`src/hdl/sorted_key_table_unit_assert.svh`:
```
// assertion macros for the sorted key table unit
`ifndef SORTED_KEY_TABLE_UNIT_ASSERT_SVH
`define SORTED_KEY_TABLE_UNIT_ASSERT_SVH
`ifndef SYNTH
// condition that must hold at every clock edge out of reset
`define SKT_ASSERT_HOLD(label, clk, rst, prop) \
   label: assert property (@(posedge clk) disable iff (rst) (prop)) \
      else $error("sorted key table check failed");
// condition that must hold in the cycle after a trigger
`define SKT_ASSERT_NEXT(label, clk, rst, trig, prop) \
   label: assert property (@(posedge clk) disable iff (rst) (trig) |=> (prop)) \
      else $error("sorted key table sequence check failed");
`else
`define SKT_ASSERT_HOLD(label, clk, rst, prop)
`define SKT_ASSERT_NEXT(label, clk, rst, trig, prop)
`endif
`endif

```
`src/hdl/skt_pkg.sv`:
```
// shared constants, types and key ordering for the sorted key table
package skt_pkg;

   localparam int DEPTH            = 64;
   localparam int KEY_BITS         = 32;
   localparam int IDX_BITS         = $clog2(DEPTH);
   localparam int CNT_BITS         = $clog2(DEPTH + 1);
   localparam int ACTION_BITS      = 2;
   localparam int STATUS_BITS      = 2;
   localparam int KEY_FIELD_BITS   = 32;
   localparam int POS_FIELD_BITS   = 6;
   localparam int COUNT_FIELD_BITS = 7;

   typedef logic [KEY_BITS-1:0] key_type;
   typedef logic [IDX_BITS-1:0] idx_type;
   typedef logic [CNT_BITS-1:0] cnt_type;

   typedef enum logic [ACTION_BITS-1:0] {
      ACT_INSERT = 2'd0,
      ACT_SEARCH = 2'd1,
      ACT_DELETE = 2'd2,
      ACT_NONE   = 2'd3
   } action_type;

   typedef enum logic [STATUS_BITS-1:0] {
      ST_OK      = 2'd0,
      ST_DUP     = 2'd1,
      ST_FULL    = 2'd2,
      ST_MISSING = 2'd3
   } status_type;

   typedef enum logic {
      S_IDLE,
      S_COMMIT
   } state_type;

   // control broadcast from the sequencer to every cell
   typedef struct packed {
      logic    capture;
      logic    shift_up;
      logic    shift_down;
      logic    compare_signed;
      key_type probe_key;
      key_type new_key;
      cnt_type count;
   } cell_ctrl_type;

   // compare result held by each cell
   typedef struct packed {
      logic lt;
      logic eq;
   } cell_flag_type;

   // map a key to an unsigned value that orders as the selected comparison
   function automatic key_type order_key(key_type k, logic is_signed);
      key_type sign_bit;
      sign_bit = key_type'(is_signed) << (KEY_BITS - 1);
      return k ^ sign_bit;
   endfunction

endpackage

```
`src/hdl/skt_cell.sv`:
```
// one slot of the key chain: holds a key, compares it, shifts with its neighbors
module skt_cell (
   input  logic                    clock,
   input  skt_pkg::cell_ctrl_type  ctrl,
   input  skt_pkg::idx_type        cell_index,
   input  skt_pkg::key_type        left_key,
   input  skt_pkg::key_type        right_key,
   input  logic                    prefix_lt,
   output skt_pkg::key_type        key_out,
   output skt_pkg::cell_flag_type  flag_out
);
   import skt_pkg::*;

   key_type key_ff, key_in;
   logic    lt_ff, lt_in;
   logic    eq_ff, eq_in;
   logic    occupied;
   logic    boundary;

   // compare the probe key against the held key
   always_comb begin
      occupied = cnt_type'(cell_index) < ctrl.count;
      lt_in    = lt_ff;
      eq_in    = eq_ff;
      if (ctrl.capture) begin
         lt_in = occupied && (order_key(key_ff, ctrl.compare_signed) <
                              order_key(ctrl.probe_key, ctrl.compare_signed));
         eq_in = occupied && (key_ff == ctrl.probe_key);
      end
   end

   // this cell is the first one not below the probe key
   assign boundary = prefix_lt & ~lt_ff;

   // shift up on insert, shift down on delete
   always_comb begin
      key_in = key_ff;
      if (ctrl.shift_up) begin
         if (boundary) begin
            key_in = ctrl.new_key;
         end else if (!prefix_lt) begin
            key_in = left_key;
         end
      end else if (ctrl.shift_down) begin
         if (!(prefix_lt && lt_ff)) begin
            key_in = right_key;
         end
      end
   end

   always_ff @(posedge clock) begin
      key_ff <= key_in;
      lt_ff  <= lt_in;
      eq_ff  <= eq_in;
   end

   assign key_out     = key_ff;
   assign flag_out.lt = lt_ff;
   assign flag_out.eq = eq_ff;

endmodule

```
`config.mk`:
```
export PLATFORM = sky130hd
export DESIGN_NAME = skt_cell
export DESIGN_NICKNAME = d
export VERILOG_FILES = /design/src/hdl/sorted_key_table_unit_assert.svh /design/src/hdl/skt_pkg.sv /design/src/hdl/skt_cell.sv
export SDC_FILE = /design/constraint.sdc
export NUM_CORES = 1
export LEC_CHECK = 0
export ABC_CLOCK_PERIOD_IN_PS = 3400
export BUFFER_PORTS_ARGS = -buffer_cell sky130_fd_sc_hd__buf_2
export CAP_MARGIN = 15
export CORE_MARGIN = 1
export CORE_UTILIZATION = 35
export DETAILED_ROUTE_END_ITERATION = 10
export PLACE_DENSITY_LB_ADDON = 0.08
export SETUP_SLACK_MARGIN = 0.15
export SLEW_MARGIN = 30
export SYNTH_ARGS = -nofsm -noshare
export SYNTH_HDL_FRONTEND = slang
export SYNTH_SLANG_ARGS = --single-unit
export TNS_END_PERCENT = 50
```
`constraint.sdc`:
```
create_clock -name clock -period 3.4 [get_ports clock]
set_clock_uncertainty 0.1 [all_clocks]
set_input_delay 0.17 -clock clock [delete_from_list [all_inputs] [get_ports clock]]
set_output_delay 0.17 -clock clock [all_outputs]
set_load 0.02 [all_outputs]
```
# [Word level (Yosys, flattened, before mapping)]
# Cells that the tools add are included.
[word_totals] regBits=34
[classes] magnitude_cmp=2 eq_ne=3 bitwise=4 reduce_logical=5 muxes=5
[op_table] cell="32-bit two-way mux" n=5
[op_table] cell="32-bit bitwise XOR" n=2
[op_table] cell="32-bit == test" n=1
[op_table] cell="32-bit < comparator" n=1
[op_table] cell="6-bit by 7-bit < comparator with 1-bit output" n=1
[op_table] cell="1-bit logical AND" n=3
[op_table] cell="3-bit by 2-bit inequality test with 1-bit output, second input constant" n=1
[op_table] cell="3-bit AND reduction" n=1
[op_table] cell="2-bit inequality test, second input constant" n=1
[op_table] cell="2-bit nonzero test" n=1
[op_table] cell="1-bit AND" n=1
[op_table] cell="1-bit inverter" n=1

# [Logic depth before layout (Yosys ltp)]
# Gate-level depths: netlist (run 1).
[logic_depth] ltp_word=4 mapped_depth=7 ltp_nobuf=7

# [Worst setup path before layout (run 1)]
# Ideal clock, no wire load.
[synth_path] path_kind="in2reg" from="in ctrl[73] (netlist name)" to="reg key_ff[0], in the netlist key_out[0] (enable)" setup_time_ps=432 n_path_buf=1 setup_slack_ps=779 stages=3 arrival_ps=2089 path_cell_list="clkbuf_1 > nor2_1 > a21oi_1"
[synth_via] elab_chain_cells=2 word_cells_on_any_way=4 cone_classes="eq/ne: 2; reduce/logical: 2"
[synth_lines] item="start: declaration" line_no="skt_cell.sv:4" rtl="input skt_pkg::cell_ctrl_type ctrl,"
[synth_lines] item="3-bit by 2-bit inequality test with 1-bit output (no line), or another cell as far along"
[synth_lines] item="3-bit AND reduction (no line) (*)"
[synth_lines] item="end signal: assignment" line_no="skt_cell.sv:52" rtl="key_ff <= key_in;"
[synth_lines] item="end: declaration" line_no="skt_cell.sv:14" rtl="key_type key_ff, key_in;"
# Every way passes the cells marked *; elsewhere a longest branch is shown, timed or not.
# A chain may end at the register's enable or synchronous reset.

# [Worst setup path in the final report (run 1)]
[layout_path] from="reg key_ff[26], in the netlist key_out[26]" to="reg lt_ff, data pin"
[layout_via] elab_chain_cells=3
[layout_lines] item="32-bit bitwise XOR" line_no="skt_pkg.sv:58" rtl="return k ^ sign_bit;"
[layout_lines] item="32-bit < comparator" line_no="skt_cell.sv:26" rtl="lt_in = occupied && (order_key(key_ff, ctrl.compare_signed) <"
[layout_lines] item="1-bit logical AND" line_no="skt_cell.sv:26"
[layout_lines] item="end signal: assignment" line_no="skt_cell.sv:53" rtl="lt_ff <= lt_in;"
[layout_lines] item="end: declaration" line_no="skt_cell.sv:15" rtl="logic lt_ff, lt_in;"
# Every way passes these cells.

==> impl_metrics.csv, run 1 <==
group,metric,value,unit
timing,fin_crit,2.05,ns
power,seqPwrFrac,0.426,
placement,io_buffers,180,
final_layout,diodes,0,
setup_path,cp.required,3.33,ns
synthesis,synth-adder-area-share,0.169,
timing,tns,0,ns
floorplanning,pin_count,181,
clock_tree,path_clk_slew,0.07,ns
timing,setup_ws,1.35,ns
power,vdd_ir_drop_max,0.129,mV
clock_tree,ctsLongestPathBuffers,2,
flow_run,maxCapViolations,0,
synthesis,synth_nets,464,
synthesis,synth_compound_area_frac,0.143,
setup_path,cp-endpoint,"lt_ff",
timing,period_share,0.603,
grt,grt-ovfl-total,0,
setup_path,start_kind,"flop",
grt,groute.usage.overall,0.170,
power,powerDensity,341,nW/um^2
floorplanning,core,7290,um^2
synthesis,netlist_top_cells_area,"edfxtp_1 (38%), ha_1 (17%), mux2i_1 (12%)",
detailed_routing,avgRoutedWirePerCell,12.3,um
detailed_routing,drtAntennaViolNets,0,
clock_tree,cts_resized,0,
setup_path,r2r-start,"key_out[26]",
clock_tree,insertion_delay,0.28,ns
placement,place.gp.congestion,0.694,
floorplanning,die_w,89.3,um
synthesis,yosys.area.top_type,"edfxtp_1",
clock_tree,htree_num_levels,2,
grt,antenna_found_initial,0,
setup_path,r2r-end,"lt_ff",
floorplanning,die_y,89.3,um
placement,dpl_cell_area,3690,um^2
setup_path,path_class,"flop to flop",
setup_path,worstPathMaxFanout,3,
floorplanning,start_util,0.366,
synthesis,ys_ff_latch,34,
setup_path,reg2reg_setup_slack,1.35,ns
synthesis,syn_inst,281,
synthesis,ys.flop_type,"edfxtp_1",
detailed_routing,drc,0,
detailed_routing,drtIter0Drc,64,
final_layout,fin_area,3770,um^2
grt,grt_pass1_wl,10300,um
final_layout,fillerInstances,759,
synthesis,synth-xor-area-share,0.00328,
floorplanning,rows,31,
placement,dp_hpwl,5710,um
status,run_status,"finished, final reports clean",
final_layout,syn_to_final_growth,41.5,%
clock_tree,cts_setup_buffers,0,
timing,rsz0062_at_grt,"false",
final_layout,multi_input_area,1460,um^2
synthesis,synth-async-reset-ratio,0,
final_layout,final_nets,643,
final_layout,ff_latch_area,1020,um^2
synthesis,synth_top_family_by_area,"adder cells",
timing,drv_slew,0,
detailed_routing,first_pass_iters,4,
synthesis,yosys.area.top_type_share,0.383,
power,p_total,1.29,mW
timing,timing.hold.ws,0.103,ns
grt,grt_pass1_vias,2318,
timing,setup_violations,0,
synthesis,netlist-cell-type-count,30,
setup_path,critPathCaptureType,"flop",
min_path,hold_class,"input pin to flop",
power,swShare,0.322,
synthesis,synth-edff-count,34,
setup_path,setup.worst_path.start,"key_out[26]",
detailed_routing,viasPerCell,4.65,
grt,grt_max_degree,65,
synthesis,yosysSeqAreaShare,0.383,
clock_tree,cts_buffers,5,
clock_tree,cts_root_buffer,"clkbuf_8",
final_layout,final_cell_mix,"buf_2 (180), a21oi_1 (44), nor2_1 (39)",
synthesis,synth_mux_area_frac,0.120,
power,cellLeakagePower,1.93,nW
clock_tree,cts_tree,"yes",
clock_tree,cts_sinks,34,
setup_path,crit_arrival,1.98,ns
synthesis,synth.avg_cell_area,9.49,um^2
final_layout,mostFrequentLayoutCell,"buf_2",
synthesis,ys_warn_count,0,
power,internal_power,0.872,mW
timing,max_freq,0.488,GHz
detailed_routing,drt_wl_total,6870,um
timing,tightest_slew,0.598,ns
synthesis,yosys.area_share.simple,0.105,
floorplanning,dieArea,7970,um^2
synthesis,synth_area,2670,um^2
timing,max_slew_margin,0.601,
timing,finalHoldViolCount,0,
placement,dp_slack,1.31,ns
setup_path,r2r_cells,6,
detailed_routing,vias,2599,
power,p_switching,0.414,mW
power,comb_power_share,0.352,
final_layout,drive_gt1_frac,0.422,
power,clkPwrFrac,0.221,
[power groups by stage]
| stage | clock network, mW | logic [mW] | registers (mW) |
|---|---|---|---|
| after floorplan | 0 | 0.223 | 0.609 |
| after global placement | 0 | 0.446 | 0.557 |
| after detailed placement | 0 | 0.457 | 0.559 |
| after CTS | 0.297 | 0.461 | 0.549 |
| after global routing | 0.310 | 0.510 | 0.555 |
| final | 0.284 | 0.453 | 0.548 |
[critical path, stage by stage, from the launching register on]
cell and delay (ns):
edfxtp_1 0.38, ha_1 0.33, nand4_1 0.15, nor4_1 0.39, o21ai_0 0.16, a31oi_1 0.23
a2111oi_2 0.05
[worst min-delay path by stage]
stage / start / endpoint / depth (start not counted)
6_report: right_key[11] / key_out[11] / 3
5_1_grt: right_key[11] / key_out[11] / 3
4_1_cts: right_key[28] / key_out[28] / 3
3_5_place_dp: ctrl[74] / lt_ff / 1
3_3_place_gp: ctrl[74] / lt_ff / 1
2_1_floorplan: ctrl[74] / eq_ff / 0
[repair_timing]
item                                    CTS  global route
hold buffers                              1             0
endpoints found under the setup margin    0             0
hold endpoints to repair                  2             0
[metal layers]
| layer | GRT usage | part of all wire |
|---|---|---|
| met5 | 0 | 0 |
| met4 | 0.0433 | 0.011 |
| met3 | 0.0434 | 0.080 |
| met2 | 0.291 | 0.47 |
| met1 | 0.214 | 0.44 |
[cell families (layout without fill, tap and decap cells)]
group | count (synthesis) | after routing
buffers and inverters | 49 | 228
AND/OR/NAND/NOR | 64 | 64
AO/OA/AOI/OAI | 65 | 65
XOR/XNOR | 1 | 1
adder cells (fa/ha/maj) | 36 | 36
flip-flops | 34 | 34
multiplexers | 32 | 32
[sequential cells by signal, summed over array words and instances (netlist names)]
name,flops
eq_ff,1
key_out,32
lt_ff,1
[synthesized netlist by cell type, types with 2 or more instances]
library cell	number
ha_1	36
nand3_1	3
nor2_1	39
nand2_1	8
inv_1	36
buf_4	5
edfxtp_1	34
a21o_1	3
nand4_1	7
mux2i_1	32
a21oi_1	45
nor2b_1	2
a2111oi_2	2
o21ai_0	4
nor4_1	2
a211oi_1	3
clkbuf_1	7
[through the flow]
| stage | std cells | utilization |
|---|---|---|
| after floorplan | 281 | - |
| after global placement | 549 | 0.501 |
| after detailed placement | 551 | 0.505 |
| after global routing | 559 | 0.517 |
| after CTS | 559 | 0.517 |
| final | 559 | 0.517 |
[final cells by class]
class                   count  area share
clock buffers               7      0.0202
inverters                  36      0.0358
multi-input cells         198       0.387
flip-flops and latches     34       0.271
well taps                  99      0.0328
repair buffers            185       0.253
(Power assumes the default switching activity.)
==> run 2, diff against run 1 <==
--- a/config.mk
+++ b/config.mk
@@ -5,7 +5,7 @@
 export SDC_FILE = /design/constraint.sdc
 export NUM_CORES = 1
 export LEC_CHECK = 0
-export ABC_CLOCK_PERIOD_IN_PS = 3400
+export ABC_CLOCK_PERIOD_IN_PS = 1920
 export BUFFER_PORTS_ARGS = -buffer_cell sky130_fd_sc_hd__buf_2
 export CAP_MARGIN = 15
 export CORE_MARGIN = 1
==> constraint.sdc (replaced) <==
create_clock -name clock -period 1.92 [get_ports clock]
set_clock_uncertainty 0.1 [all_clocks]
set_input_delay 0.096 -clock clock [delete_from_list [all_inputs] [get_ports clock]]
set_output_delay 0.096 -clock clock [all_outputs]
set_load 0.02 [all_outputs]
==> impl_metrics.csv, run 2 (synthesis results as in run 1) <==
group,metric,value,unit
final_layout,fillerInstances,750,
detailed_routing,avgRoutedWirePerCell,12.6,um
power,clkPwrFrac,0.213,
setup_path,cp.required,1.91,ns
setup_path,worstPathMaxFanout,3,
setup_path,start_kind,"flop",
final_layout,multi_input_area,1610,um^2
timing,fin_crit,1.92,ns
detailed_routing,drtAntennaViolNets,0,
timing,setup_violations,1,
detailed_routing,first_pass_iters,4,
grt,antenna_found_initial,0,
min_path,hold_class,"input pin to flop",
grt,grt-ovfl-total,0,
clock_tree,htree_num_levels,2,
clock_tree,cts_tree,"yes",
status,run_status,"complete, but fails checks",
setup_path,path_class,"flop to flop",
power,powerDensity,596,nW/um^2
timing,period_share,1.00,
timing,drv_slew,0,
final_layout,mostFrequentLayoutCell,"buf_2",
detailed_routing,vias,2632,
power,comb_power_share,0.376,
flow_run,maxCapViolations,0,
grt,groute.usage.overall,0.175,
floorplanning,die_y,89.3,um
power,p_switching,0.787,mW
placement,io_buffers,180,
power,internal_power,1.59,mW
status,failed_checks,"setup timing",
setup_path,critPathCaptureType,"flop",
final_layout,largest_reg_flops,32,
final_layout,final_nets,650,
clock_tree,cts_sinks,34,
detailed_routing,drt_wl_total,7130,um
power,vdd_ir_drop_max,0.220,mV
final_layout,diodes,0,
placement,dp_hpwl,5820,um
clock_tree,cts_buffers,5,
floorplanning,core,7290,um^2
detailed_routing,drc,0,
timing,timing.hold.ws,0.0280,ns
power,seqPwrFrac,0.411,
clock_tree,insertion_delay,0.28,ns
placement,place.gp.congestion,0.733,
placement,dp_slack,-0.134,ns
clock_tree,cts_root_buffer,"clkbuf_8",
detailed_routing,drtIter0Drc,34,
grt,grt_max_degree,41,
clock_tree,ctsLongestPathBuffers,2,
final_layout,final_core_util,0.547,
setup_path,crit_arrival,1.91,ns
power,cellLeakagePower,1.98,nW
floorplanning,start_util,0.366,
timing,rsz0062_at_grt,"true",
grt,grt_pass1_wl,10500,um
floorplanning,dieArea,7970,um^2
timing,tns,-0.000907,ns
detailed_routing,viasPerCell,4.64,
timing,setup_ws,-0.000907,ns
timing,tightest_slew,0.398,ns
grt,grt_pass1_vias,2357,
final_layout,final_cell_mix,"buf_2 (180), a21oi_1 (43), nor2_1 (39)",
timing,max_slew_margin,0.735,
final_layout,ff_latch_area,1020,um^2
power,swShare,0.331,
floorplanning,die_w,89.3,um
timing,max_freq,0.521,GHz
final_layout,drive_gt1_frac,0.462,
clock_tree,path_clk_slew,0.07,ns
floorplanning,pin_count,181,
final_layout,syn_to_final_growth,49.6,%
timing,finalHoldViolCount,0,
floorplanning,rows,31,
[run 2: changes by cell type in the layout (fill, tap and decap cells not counted), moves of 2 or more]
cell      before  now
buf_8          2    0
o21ai_0        4    2
buf_12         0    2
clkbuf_1       2    0
clkinv_1       0    3
o21ai_2        0    2
ha_4           0    6
ha_1          36   30
buf_4          2    9
nor4_1         2    0
[run 2: worst paths after layout]
check	slack, ns	depth (start not counted)	endpoint	start
hold reg to reg	0.78	3	eq_ff	key_out[1]
setup reg to reg	-0.0009	6	lt_ff	key_out[26]
hold / removal	0.03	3	key_out[10]	right_key[10]
setup / recovery	-0.0009	6	lt_ff	key_out[26]
[run 2: cell type report]
type,instances,share of cell area
Tap cell,99,0.0311
Multi-Input combinational cell,198,0.404
Sequential cell,34,0.256
Timing Repair Buffer,192,0.255
Clock buffer,5,0.0173
Inverter,36,0.0339
Clock inverter,3,0.00282
[run 2: repair_timing]
item	CTS	global route
setup endpoints to repair	2	5
resized for setup	12	7
hold endpoints to repair	2	0
setup buffers	2	0
hold buffers	1	0
pin swaps	9	6
[run 2: power by group through the flow]
stage	combinational [mW]	sequential [mW]	clock (mW)
2_1_floorplan	0.401	1.08	0
5_1_grt	0.997	0.988	0.559
4_1_cts	0.891	0.978	0.531
3_5_place_dp	0.835	0.989	0
6_report	0.892	0.977	0.507
3_3_place_gp	0.821	0.986	0
[run 2: critical path, stage by stage, from the launching register on]
cell and delay (ns):
edfxtp_1 0.38, ha_1 0.32, a21oi_1 0.15, nand2_1 0.07, a21oi_1 0.21, o21ai_1 0.13, a2111oi_2 0.36
[run 2: through the flow]
step           cell area [um^2]  power [mW]  cells
2_1_floorplan              2690        1.48    281
3_3_place_gp               3750        1.81    556
3_5_place_dp               3750        1.82    556
4_1_cts                    3950        2.40    567
5_1_grt                    3990        2.54    567
6_report                   3990        2.38    567
[run 2: layer usage]
layer	up-vias	wire length, um	part of all wire	global-route usage
met3	4	616	0.086	0.0499
li1	1382	-	-	-
met5	-	0	0	0
met2	104	3470	0.49	0.313
met1	1142	3000	0.42	0.208
met4	0	44	0.0062	0.0390
